File: src/rtl/core/icer_pkg.sv
package icer_pkg;

  // Byte counter saturates here; later bytes of an oversize packet are ignored.
  localparam logic [15:0] MaxPacketBytes = 16'd65535;

  // Extra bytes past the IP header that a reply must carry (ICMP header).
  localparam logic [15:0] IcmpHdrBytes = 16'd8;

  // Reset value of the minimum round-trip time.
  localparam logic [31:0] MinTimeReset = 32'h0000_FFFF;

  // Folded ones' complement sum of a good packet.
  localparam logic [15:0] SumAllOnes = 16'hFFFF;

  // Result status codes, in priority order after ok.
  typedef enum logic [2:0] {
    StOk       = 3'd0,
    StTooShort = 3'd1,
    StBadSum   = 3'd2,
    StNotReply = 3'd3,
    StBadId    = 3'd4
  } status_e;

  // One received byte with its sideband.
  typedef struct packed {
    logic [7:0]  packet_byte;
    logic        last_byte;
    logic [31:0] now_ms;
  } in_item_t;

  // One reported packet result.
  typedef struct packed {
    status_e     status;
    logic [7:0]  msg_type;
    logic [15:0] payload_len;
    logic [15:0] sequence_res;
    logic [31:0] round_trip_ms;
    logic [31:0] received_count;
    logic [31:0] min_ms;
    logic [31:0] max_ms;
    logic [31:0] total_ms;
  } out_item_t;

  // Packet summary handed from the byte parser to the checker.
  typedef struct packed {
    logic [15:0] rx_len;
    logic [5:0]  hdr_bytes;
    logic [15:0] ip_len;
    logic [31:0] sum;
    logic [7:0]  msg_type;
    logic [15:0] ident;
    logic [15:0] seq;
    logic [31:0] stamp;
    logic [31:0] now_ms;
  } pkt_sum_t;

  // Check verdict handed from the checker to the statistics stage.
  typedef struct packed {
    status_e     status;
    logic [7:0]  msg_type;
    logic [15:0] payload_len;
    logic [15:0] seq;
    logic [31:0] trip;
  } chk_res_t;

endpackage

File: src/rtl/core/icer_parse.sv
module icer_parse import icer_pkg::*; (
  input  logic     clk_i,
  input  logic     rst_ni,
  input  logic     item_valid_i,
  input  in_item_t item_i,
  output logic     item_ready_o,
  output logic     sum_valid_o,
  output pkt_sum_t sum_o,
  input  logic     sum_ready_i
);

  // Input register.
  logic     s1_valid_q;
  in_item_t s1_item_q;

  // Per-packet state.
  logic [15:0] idx_q, idx_d;
  logic [5:0]  hdr_q, hdr_d;
  logic [15:0] tot_q, tot_d;
  logic [31:0] sum_q, sum_d;
  logic [7:0]  low_q, low_d;
  logic [7:0]  head_q, head_d;
  logic [7:0]  type_q, type_d;
  logic [15:0] ident_q, ident_d;
  logic [15:0] seq_q, seq_d;
  logic [31:0] stamp_q, stamp_d;

  // Summary register.
  logic     fin_valid_q;
  pkt_sum_t fin_q;

  logic        fin_ready;
  logic        s1_ready;
  logic        s1_fire;
  logic        active;
  logic [7:0]  b;
  logic        in_icmp;
  logic [15:0] off;
  logic [15:0] add_a;
  logic [15:0] add_b;

  // A byte that ends a packet needs room in the summary register.
  assign fin_ready    = !fin_valid_q || sum_ready_i;
  assign s1_ready     = !s1_item_q.last_byte || fin_ready;
  assign s1_fire      = s1_valid_q && s1_ready;
  assign item_ready_o = !s1_valid_q || s1_ready;

  assign b      = s1_item_q.packet_byte;
  assign active = idx_q != MaxPacketBytes;

  // Header fields, capture and checksum for the byte in the input register.
  always_comb begin
    hdr_d   = hdr_q;
    tot_d   = tot_q;
    low_d   = low_q;
    head_d  = head_q;
    type_d  = type_q;
    ident_d = ident_q;
    seq_d   = seq_q;
    stamp_d = stamp_q;
    idx_d   = idx_q;
    add_a   = '0;
    add_b   = '0;
    in_icmp = 1'b0;
    off     = '0;
    if (active) begin
      if (idx_q == 16'd0) begin
        hdr_d  = {b[3:0], 2'b00};
        head_d = b;
      end else if (idx_q == 16'd1) begin
        low_d = b;
      end else if (idx_q == 16'd2) begin
        tot_d = {b, 8'h00};
      end else if (idx_q == 16'd3) begin
        tot_d = {tot_q[15:8], b};
      end
      in_icmp = idx_q >= {10'b0, hdr_d};
      off     = idx_q - {10'b0, hdr_d};
      if (in_icmp && (off[15:4] == 12'd0)) begin
        case (off[3:0])
          4'd0:    type_d = b;
          4'd4:    ident_d = {ident_q[15:8], b};
          4'd5:    ident_d = {b, ident_q[7:0]};
          4'd6:    seq_d = {seq_q[15:8], b};
          4'd7:    seq_d = {b, seq_q[7:0]};
          4'd8:    stamp_d = {stamp_q[31:8], b};
          4'd9:    stamp_d = {stamp_q[31:16], b, stamp_q[7:0]};
          4'd10:   stamp_d = {stamp_q[31:24], b, stamp_q[15:0]};
          4'd11:   stamp_d = {b, stamp_q[23:0]};
          default: ;
        endcase
      end
      // With a zero header length the first four bytes are summed at byte three.
      if (in_icmp) begin
        if (idx_q >= 16'd4) begin
          if (idx_q < tot_d) begin
            add_a = idx_q[0] ? {8'h00, b} : {b, 8'h00};
          end
        end else if (idx_q == 16'd3) begin
          add_a = {(tot_d > 16'd0) ? head_q : 8'h00, (tot_d > 16'd1) ? low_q : 8'h00};
          add_b = {(tot_d > 16'd2) ? tot_d[15:8] : 8'h00, (tot_d > 16'd3) ? b : 8'h00};
        end
      end
      idx_d = idx_q + 16'd1;
    end
    sum_d = sum_q + {16'b0, add_a} + {16'b0, add_b};
  end

  // Input register control.
  always_ff @(posedge clk_i or negedge rst_ni) begin
    if (!rst_ni) begin
      s1_valid_q <= 1'b0;
    end else if (item_ready_o) begin
      s1_valid_q <= item_valid_i;
    end
  end

  always_ff @(posedge clk_i) begin
    if (item_valid_i && item_ready_o) begin
      s1_item_q <= item_i;
    end
  end

  // Packet state: updated per byte, cleared after the last byte.
  always_ff @(posedge clk_i or negedge rst_ni) begin
    if (!rst_ni) begin
      idx_q   <= '0;
      hdr_q   <= '0;
      tot_q   <= '0;
      sum_q   <= '0;
      low_q   <= '0;
      head_q  <= '0;
      type_q  <= '0;
      ident_q <= '0;
      seq_q   <= '0;
      stamp_q <= '0;
    end else if (s1_fire) begin
      if (s1_item_q.last_byte) begin
        idx_q   <= '0;
        hdr_q   <= '0;
        tot_q   <= '0;
        sum_q   <= '0;
        low_q   <= '0;
        head_q  <= '0;
        type_q  <= '0;
        ident_q <= '0;
        seq_q   <= '0;
        stamp_q <= '0;
      end else begin
        idx_q   <= idx_d;
        hdr_q   <= hdr_d;
        tot_q   <= tot_d;
        sum_q   <= sum_d;
        low_q   <= low_d;
        head_q  <= head_d;
        type_q  <= type_d;
        ident_q <= ident_d;
        seq_q   <= seq_d;
        stamp_q <= stamp_d;
      end
    end
  end

  // Summary register control.
  always_ff @(posedge clk_i or negedge rst_ni) begin
    if (!rst_ni) begin
      fin_valid_q <= 1'b0;
    end else if (fin_ready) begin
      fin_valid_q <= s1_fire && s1_item_q.last_byte;
    end
  end

  // Summary of a finished packet, taken from the updated state.
  always_ff @(posedge clk_i) begin
    if (s1_fire && s1_item_q.last_byte) begin
      fin_q.rx_len    <= idx_d;
      fin_q.hdr_bytes <= hdr_d;
      fin_q.ip_len    <= tot_d;
      fin_q.sum       <= sum_d;
      fin_q.msg_type  <= type_d;
      fin_q.ident     <= ident_d;
      fin_q.seq       <= seq_d;
      fin_q.stamp     <= stamp_d;
      fin_q.now_ms    <= s1_item_q.now_ms;
    end
  end

  assign sum_valid_o = fin_valid_q;
  assign sum_o       = fin_q;

endmodule

File: config.mk
export PLATFORM = sky130hd
export DESIGN_NAME = icer_parse
export DESIGN_NICKNAME = d
export VERILOG_FILES = /design/src/rtl/core/icer_pkg.sv /design/src/rtl/core/icer_parse.sv
export SDC_FILE = /design/constraint.sdc
export NUM_CORES = 1
export LEC_CHECK = 0
export BUFFER_PORTS_ARGS = -buffer_cell sky130_fd_sc_hd__buf_4
export CAP_MARGIN = 20
export CORE_MARGIN = 3
export CORE_UTILIZATION = 45
export DETAILED_ROUTE_END_ITERATION = 7
export PLACE_DENSITY = 0.68
export SYNTH_ARGS = -nofsm -noshare
export SYNTH_HDL_FRONTEND = slang
export SYNTH_SLANG_ARGS = --single-unit
export TNS_END_PERCENT = 30
File: constraint.sdc
create_clock -name clk_i -period 12.32 [get_ports clk_i]
set_clock_uncertainty 0.05 [all_clocks]
set_input_delay 0 -clock clk_i [delete_from_list [all_inputs] [get_ports clk_i]]
set_output_delay 0 -clock clk_i [all_outputs]
set_load 0.03 [all_outputs]
* After elaboration in Yosys (flattened, before gate mapping)
Index checks and enable logic that the tools add are counted. Widths: inputs -> output; s select.
Operators by class: add/sub/neg operators 4, $lt $le $gt $ge 7, reductions and logical operators 18, mux-type cells 51, equality and inequality tests 13
Operators with widths (count):
- $mux 16 | 24
- $mux 32 | 4
- $mux 8 | 16
- $pmux 32 s4 | 1
- $add 32x16->32 | 2
- $pmux 16 s2 | 2
- $eq 16x2->1 const B | 2
- $gt 16x1->1 const B | 2
- $gt 16x2->1 const B | 2
- $mux 6 | 4
- $add 16x1->16 const B | 1
- $eq 16x1->1 const B | 1
- $eq 4x3->1 const B | 4
- $eq 4x4->1 const B | 4
- $ge 16x3->1 const B | 1
- $ge 16x6->1 | 1
- $logic_not 16->1 | 1
- $lt 16x16->1 | 1
- $ne 16x16->1 const B | 1
- $sub 16x6->16 | 1
- $logic_not 12->1 | 1
- $reduce_bool 2->1 | 3
- $logic_and 1x1->1 | 4
- $logic_not 4->1 | 1
- 5 further kinds | 9
Storage, ports and cells: input bits 45, register bits 375, word-level logic and storage cells 117, output and inout bits 176

* Longest topological paths before layout
Gate-level depths: netlist of the first run.
word-level depth 15, depth in mapped cells 30, mapped depth without buffers 27

* Worst setup path after synthesis of the first run
No wires, ideal clock.
path kind register to register, from reg idx_q[0], to reg fin_q (netlist bit sum_o[122]), data pin, arrival time 6.570 ns, cell stages (with the launch flop) 31, buffers on the path 6, period minus slack after synthesis 6.880 ns, setup slack 5.440 ns, data required time 12.010 ns, setup time 0.260 ns, path through dfrtp_1 clkbuf_1 clkinv_1 clkbuf_1 ha_1 nand2_1 and2_1 ha_1 inv_1 fa_1 a211oi_1 o21bai_1 a211oi_1 o211ai_1 and4_1 clkbuf_1 nand2_1 clkbuf_1 o311ai_0 fa_1 ha_1 a21o_1 a21oi_1 nor2_1 a311oi_1 nand2_1 a211o_1 clkbuf_1 clkbuf_1 nand2_1 xnor2_1
On the way: word-level cells in the longest chain between the ends 14, elaborated cells on any way between the ends 35, those cells by class 2 x add/sub; 7 x order compare; 4 x eq/ne; 21 x mux; 1 x reduce/logical
Ends and longest elaborated chain:
- start: declaration | line icer_parse.sv:17 | logic [15:0] idx_q, idx_d;
- start signal: assignment | line icer_parse.sv:150 | idx_q <= idx_d;
- $eq 16x2->1 | line icer_parse.sv:74, icer_parse.sv:99
- $mux 8 | line icer_parse.sv:74 | end else if (idx_q == 16'd3) begin
- $mux 16 | line icer_parse.sv:72 | end else if (idx_q == 16'd2) begin
- $mux 16 | line icer_parse.sv:70 | end else if (idx_q == 16'd1) begin
- $mux 16 | line icer_parse.sv:67 | if (idx_q == 16'd0) begin
- $mux 16 | line icer_parse.sv:66 | if (active) begin
- $gt 16x1->1 | line icer_parse.sv:100 | add_a = {(tot_d > 16'd0) ? head_q : 8'h00, (tot_d > 16'd1) ? low_q : 8'h00};
- $mux 8 | line icer_parse.sv:100
- $mux 16 | line icer_parse.sv:99 | end else if (idx_q == 16'd3) begin
- $mux 16 | line icer_parse.sv:95 | if (idx_q >= 16'd4) begin
- $mux 16 | line icer_parse.sv:94 | if (in_icmp) begin
- $mux 16 | line icer_parse.sv:66
- $add 32x16->32 | line icer_parse.sv:106 | sum_d = sum_q + {16'b0, add_a} + {16'b0, add_b};
- $add 32x16->32 (*) | line icer_parse.sv:106
- named net sum_d[18] | line icer_parse.sv:20 | logic [31:0] sum_q, sum_d;
- end: declaration | line icer_parse.sv:30 | pkt_sum_t fin_q;
Mark *: on every way through the listed nets, which the timed path passes. The rest lies on a longest branch. The select of a mux whose other input is x is not followed. A chain may end at the register's enable or synchronous reset.

* Worst setup path after layout of the first run
from reg idx_q[0], to reg sum_q[25]
On the way: word-level cells in the longest chain between the ends 15, elaborated cells on any way between the ends 36, those cells by class 2 x add/sub; 7 x order compare; 4 x eq/ne; 22 x mux; 1 x reduce/logical
Ends and longest elaborated chain:
- $eq 16x2->1 | line icer_parse.sv:74, icer_parse.sv:99
- $mux 8 | line icer_parse.sv:74
- $mux 16 | line icer_parse.sv:72
- $mux 16 | line icer_parse.sv:70
- $mux 16 | line icer_parse.sv:67
- $mux 16 | line icer_parse.sv:66
- $gt 16x1->1 | line icer_parse.sv:100
- $mux 8 | line icer_parse.sv:100
- $mux 16 | line icer_parse.sv:99
- $mux 16 | line icer_parse.sv:95
- $mux 16 | line icer_parse.sv:94
- $mux 16 | line icer_parse.sv:66
- $add 32x16->32 | line icer_parse.sv:106
- $add 32x16->32 (*) | line icer_parse.sv:106
- $mux 32 (*) | line icer_parse.sv:138 | if (s1_item_q.last_byte) begin
- end signal: assignment | line icer_parse.sv:153 | sum_q <= sum_d;
- end: declaration | line icer_parse.sv:20
Mark *: on every way between the ends. The rest lies on a longest branch, timed or not. The select of a mux whose other input is x is not followed.

==> flow_summary.yaml, run 1 <==
floorplan:
  dieArea_mm2: 0.0420
  initial_core_util_pct: 45.8
  chipHeight_um: 205
  num_io_pins: 221
  fp-row-count: 72
  core_region_area_mm2: 0.0388
  die_w_um: 205
synthesis:
  yosysMostFrequentCell: "nand2_1"
  synth_area_leaders: "edfxtp_1 36%, dfrtp_1 22%, nand2_1 4.8%"
  synth_area_leader_cell: "edfxtp_1"
  synth_cell_type_count: 78
  yosysWarnings: 0
  synth_fp_nets: 1568
  synth_flop_cell: "edfxtp_1"
  ys_seq_elements: 375
  synth_edf_count: 215
  synthMuxAreaShare_pct: 6.76
  syn_area_mm2: 0.0178
  synth_fa_ha_area_share_pct: 4.70
  synth_top_family_by_area: "simple AND/OR/NAND/NOR gates"
  ys_seq_area_share_pct: 58.8
  synth_xor_area_share_pct: 2.07
  synth_compound_gate_area_share_pct: 11.0
  synthTopCellsByCount: "229 x nand2_1, 215 x edfxtp_1, 160 x dfrtp_1"
  synth_top_area_share_pct: 36.3
  yosys.area_share.simple_pct: 13.3
  async_flop_share_pct: 42.7
  synth.avg_cell_area_um2: 12.1
  syn_inst: 1467
sta:
  tns_ps: 0
  slew_viol_final: 0
  tightest_slew_ps: 1100
  min_period_ps: 8960
  slew_headroom_pct: 26.0
  holdWs_ps: 94.7
  fmax_mhz: 112
  hold_violations: 0
  setup_viol_count_final: 0
  rsz0062_at_grt: "no"
  fin_crit_sh_pct: 72.8
clocking:
  post_cts_buffers: 0
  clk_latency_ps: 560
  cts_resized: 0
  numCtsBuffers: 41
  root_buffer: "clkbuf_16"
  htreeDepth: 2
  cts_tree: "yes"
  clk_pin_slew_ps: 60
  max-clock-path-buffers: 3
  cts_sinks: 375
worst_setup_path:
  critPathLaunch: "idx_q[0]"
  max_stage_delay_ps: 790
  cp-start-kind: "register"
  cpMostUsedCell: "ha_1"
  reg2reg_depth: 25
  critPathTopFamily: "simple AND/OR/NAND/NOR gates"
  critical_path_cell_count: 25
  crit_required_ps: 12730
  cp.arrival_ps: 9370
  timing.rr.start: "idx_q[0]"
  path_class: "reg -> reg"
  cp_num_buf_inv: 2
  critical_path.max_fanout: 22
  crit_path_top_delay_cell: "dfrtp_1"
  endpoint_kind: "register"
outcome:
  status: "completed"
placement:
  gp_congestion: 0.917
  placed_cells: 2138
  hpwlAfterDp_um: 30500
  numPortBuffers: 220
drt:
  wl_um: 47600
  dr_total_vias: 12656
  drt_iter0_markers: 1009
  avgRoutedWirePerCell_um: 21.1
  via_per_inst: 5.60
  drc_errors: 0
  ant_nets: 0
  dr.pass1.iters: 5
global_routing:
  grt.total_usage_pct: 22.4
  grt_pass1_vias: 12280
  grt.overflow.total: 0
  antenna_found_initial: 0
  grt_max_degree: 102
  grt_pass1_wl_um: 72700
worst_hold_path:
  worstHoldPathType: "in -> async"
layout:
  antenna_cells: 0
  syn_to_final_growth_pct: 21.8
  nNetsFinal: 1810
  final_layout_size_suffix_gt1_share_pct: 23.2
  utilization_pct: 55.8
  fin_cells: 2259
power_and_ir_drop:
  total_power_mw: 3.23
  cellPowerDensity_mw_per_mm2: 149
  p_leak_nw: 9.37
  peakVddDrop_uv: 84.8
run:
  cap_violations: 0
[per-stage QoR]
step / setup WS (ps) / instance area, um2
finish: 3360 / 21700
global route: 2590 / 21700
CTS: 3530 / 21600
detailed placement: 3540 / 19900
global placement: 3840 / 19900
floorplan: 5440 / 17800
[layer usage]
metal / routed length [um] / up-vias / GRT usage, %
met2: 22200 / 442 / 35.4
met4: 1040 / 0 / 5.91
li1: - / 5843 / -
met1: 21500 / 6299 / 32.1
met3: 2880 / 72 / 4.04
met5: 0 / - / 0
[path summary, 6_finish.rpt]
kind                             endpoint  slack (ps)
worst max-delay path            sum_q[25]        3360
worst min-delay path            sum_q[24]          90
worst max register to register  sum_q[25]        3360
worst min register to register  sum_o[16]         370
max in group asynchronous        seq_q[7]       10760
min in group clk_i                   b[0]         110
[cell families after synthesis]
| logic type | Yosys count |
|---|---|
| buffers and inverters | 142 |
| flip-flops | 375 |
| adder cells (fa/ha/maj) | 56 |
| XOR/XNOR | 42 |
| AND/OR/NAND/NOR | 478 |
| AO/OA/AOI/OAI | 265 |
| multiplexers | 109 |
[power by group]
part	switching [mW]	internal [mW]
Combinational	0.354	0.180
Clock	0.500	0.715
Sequential	0.0548	1.43
Total	0.909	2.33
[layout make-up]
class	count	area, um2
flip-flops and latches	375	10500
well taps	518	648
repair buffers	287	2280
clock inverters	26	243
fillers	3214	17200
clock buffers	49	1090
inverters	54	208
multi-input cells	950	6750
[layout by cell type, fill, tap and decap left out, drive strengths merged, types with 25 or more instances in the layout]
cell type / n
o21ai: 69
edfxtp: 215
dlygate4sd3: 44
nand4: 25
a22o: 47
xnor2: 27
nand2: 229
nor2b: 32
clkbuf: 49
mux2: 65
nor2: 58
buf: 243
inv: 56
nand3: 37
dfrtp: 160
ha: 38
mux2i: 44
[timing repair]
item | CTS | global route
hold buffers | 44 | 0
setup endpoints to repair | 0 | 0
hold endpoints to repair | 138 | 0
[registers in the layout (all words and copies together) (netlist names)]
name / flops
tot_q: 16
type_q: 8
s1_item_q: 33
head_q: 8
s1_valid_q: 1
sum_o: 174
seq_q: 16
sum_q: 32
stamp_q: 32
idx_q: 16
low_q: 8
ident_q: 16
sum_valid_o: 1
b: 8
hdr_q: 6
Note: power is estimated with default switching activity, not from simulation.
==> run 2: changes to the inputs <==
ABC_AREA = 1   (was not set)
clock period = 8.4 ns   (was 12.32 ns; I/O delays follow)
==> flow_summary.yaml, run 2 <==
outcome:
  status: "complete, but fails checks"
  violations: "hold timing"
power_and_ir_drop:
  clkPwrFrac_pct: 35.7
  power_frac_seq_pct: 42.6
  p_leak_nw: 9.95
  cellPowerDensity_mw_per_mm2: 235
  p_comb_share_pct: 21.7
  p_sw_share_pct: 31.8
  peakVddDrop_uv: 184
  p_sw_mw: 1.61
  internal_power_mw: 3.46
floorplan:
  die_w_um: 204
  fp-row-count: 71
  initial_core_util_pct: 46.1
  num_io_pins: 221
  dieArea_mm2: 0.0414
  chipHeight_um: 204
  core_region_area_mm2: 0.0381
sta:
  fmax_mhz: 139
  rsz0062_at_grt: "no"
  tns_ps: 0
  slew_viol_final: 0
  min_period_ps: 7220
  fin_crit_sh_pct: 85.9
  slew_headroom_pct: 28.3
  holdWs_ps: -29.4
  setup_viol_count_final: 0
  hold_violations: 10
  tightest_slew_ps: 1070
worst_setup_path:
  cp-start-kind: "register"
  endpoint_kind: "register"
  cpMostUsedCell: "nand2_1"
  path_class: "reg -> reg"
  max_stage_delay_ps: 730
  cp.arrival_ps: 7480
  critical_path.max_fanout: 19
  crit_required_ps: 8660
  crit_path_top_delay_cell: "dfrtp_1"
synthesis:
  yosysWarnings: 0
  yosysMostFrequentCell: "nand2_1"
  synth_area_leaders: "edfxtp_1 37%, dfrtp_1 23%, nand2_1 12%"
  synthTopCellsByCount: "560 x nand2_1, 215 x edfxtp_1, 206 x inv_1"
  ys_seq_elements: 375
  synth_fp_nets: 1902
  synth.avg_cell_area_um2: 9.75
  synth_edf_count: 215
  ys_seq_area_share_pct: 59.5
  syn_inst: 1801
  synth_flop_cell: "edfxtp_1"
  synth_area_leader_cell: "edfxtp_1"
  synth_cell_type_count: 53
  synth_top_area_share_pct: 36.7
  syn_area_mm2: 0.0176
  async_flop_share_pct: 42.7
clocking:
  clk_latency_ps: 580
  cts_tree: "yes"
  root_buffer: "clkbuf_16"
  numCtsBuffers: 40
  htreeDepth: 2
  cts_resized: 0
  cts_sinks: 375
  max-clock-path-buffers: 3
  clk_pin_slew_ps: 60
global_routing:
  grt.total_usage_pct: 22.4
  grt_pass1_vias: 13260
  grt_pass1_wl_um: 73300
  grt.overflow.total: 0
  grt_max_degree: 80
  antenna_found_initial: 0
layout:
  fin_cells: 2603
  nNetsFinal: 2161
  largest_register_ffs: 174
  fillers: 3246
  syn_to_final_growth_pct: 22.5
  final_layout_size_suffix_gt1_share_pct: 16.6
  final_common_cell: "nand2_1"
  multiInputGateArea_mm2: 0.00604
  seq_area_mm2: 0.0105
  antenna_cells: 0
  final_cell_mix: "559 x nand2_1, 237 x buf_4, 215 x edfxtp_1, 203 x inv_1, 160 x dfrtp_1"
placement:
  numPortBuffers: 220
  gp_congestion: 0.902
  hpwlAfterDp_um: 31100
  placed_cells: 2483
drt:
  dr_total_vias: 13561
  wl_um: 46300
  drt_iter0_markers: 1036
  avgRoutedWirePerCell_um: 17.8
  ant_nets: 0
  drc_errors: 0
  via_per_inst: 5.21
  dr.pass1.iters: 6
run:
  cap_violations: 0
worst_hold_path:
  worstHoldPathType: "in -> async"
[run 2: what timing repair did]
| item | in CTS | in global routing |
|---|---|---|
| buffers inserted | 0 | 0 |
| hold endpoints to repair | 115 | 0 |
| hold buffers | 46 | 0 |
[run 2: critical path: cells and delay by family, from the launching register on]
family          cells  cell delay [ps]
buf+inv             4              760
compound gates      9             1670
flops               1              730
simple gates       14             1830
fa+ha+maj           6             1900
[run 2: layout make-up]
class | count | share of cell area, %
inverter | 211 | 3.70
tap | 511 | 2.97
sequential | 375 | 48.6
timing repair buffer | 284 | 10.5
clock buffer | 52 | 4.95
clock inverter | 22 | 1.27
multi-input combinational | 1148 | 28.1
[run 2: metrics by stage]
step	area, um2	power (mW)	util [%]	worst slack [ps]	hold slack (ps)
floorplan	17600	2.94	-	2560	-346
global placement	19700	3.24	51.7	1530	27.1
detailed placement	19700	3.27	51.8	1280	25.1
CTS	21500	5.11	56.5	1280	1.84
global route	21500	5.31	56.5	458	23.7
finish	21500	5.07	56.5	1180	-29.4
[run 2: path summary, 6_finish.rpt]
kind | from | end | slack [ps] | cells past startpoint
min | rst_ni | stamp_q[4] | -30 | 2
min reg2reg | s1_item_q[31] | sum_o[31] | 370 | 0
min in group clk_i | item_i[19] | s1_item_q[19] | 100 | 2
max in group asynchronous | rst_ni | sum_q[27] | 6550 | 4
max reg2reg | idx_q[0] | sum_o[131] | 1180 | 33
max | idx_q[0] | sum_o[131] | 1180 | 33
[run 2: cells by family after synthesis]
group	share of synthesized area (%)
AO/OA/AOI/OAI	8.60
XOR/XNOR	1.79
adder cells (fa/ha/maj)	4.76
buffers and inverters	6.16
flip-flops	59.5
AND/OR/NAND/NOR	19.2
[run 2: routing by layer]
layer / global-route usage, % / part of all wire, % / vias up
met2: 36.5 / 47 / 507
li1: - / - / 6480
met4: 8.33 / 3.1 / 0
met1: 30.2 / 43 / 6483
met3: 4.29 / 7.1 / 91
met5: 0 / 0 / -
[run 2: power groups by stage]
stage          Combinational (mW)  Clock [mW]  Sequential, mW
2_1_floorplan               0.659           0            2.28
5_1_grt                      1.21        1.92            2.17
3_5_place_dp                 1.07           0            2.19
4_1_cts                      1.10        1.85            2.16
6_report                     1.10        1.81            2.16
3_3_place_gp                 1.06           0            2.19
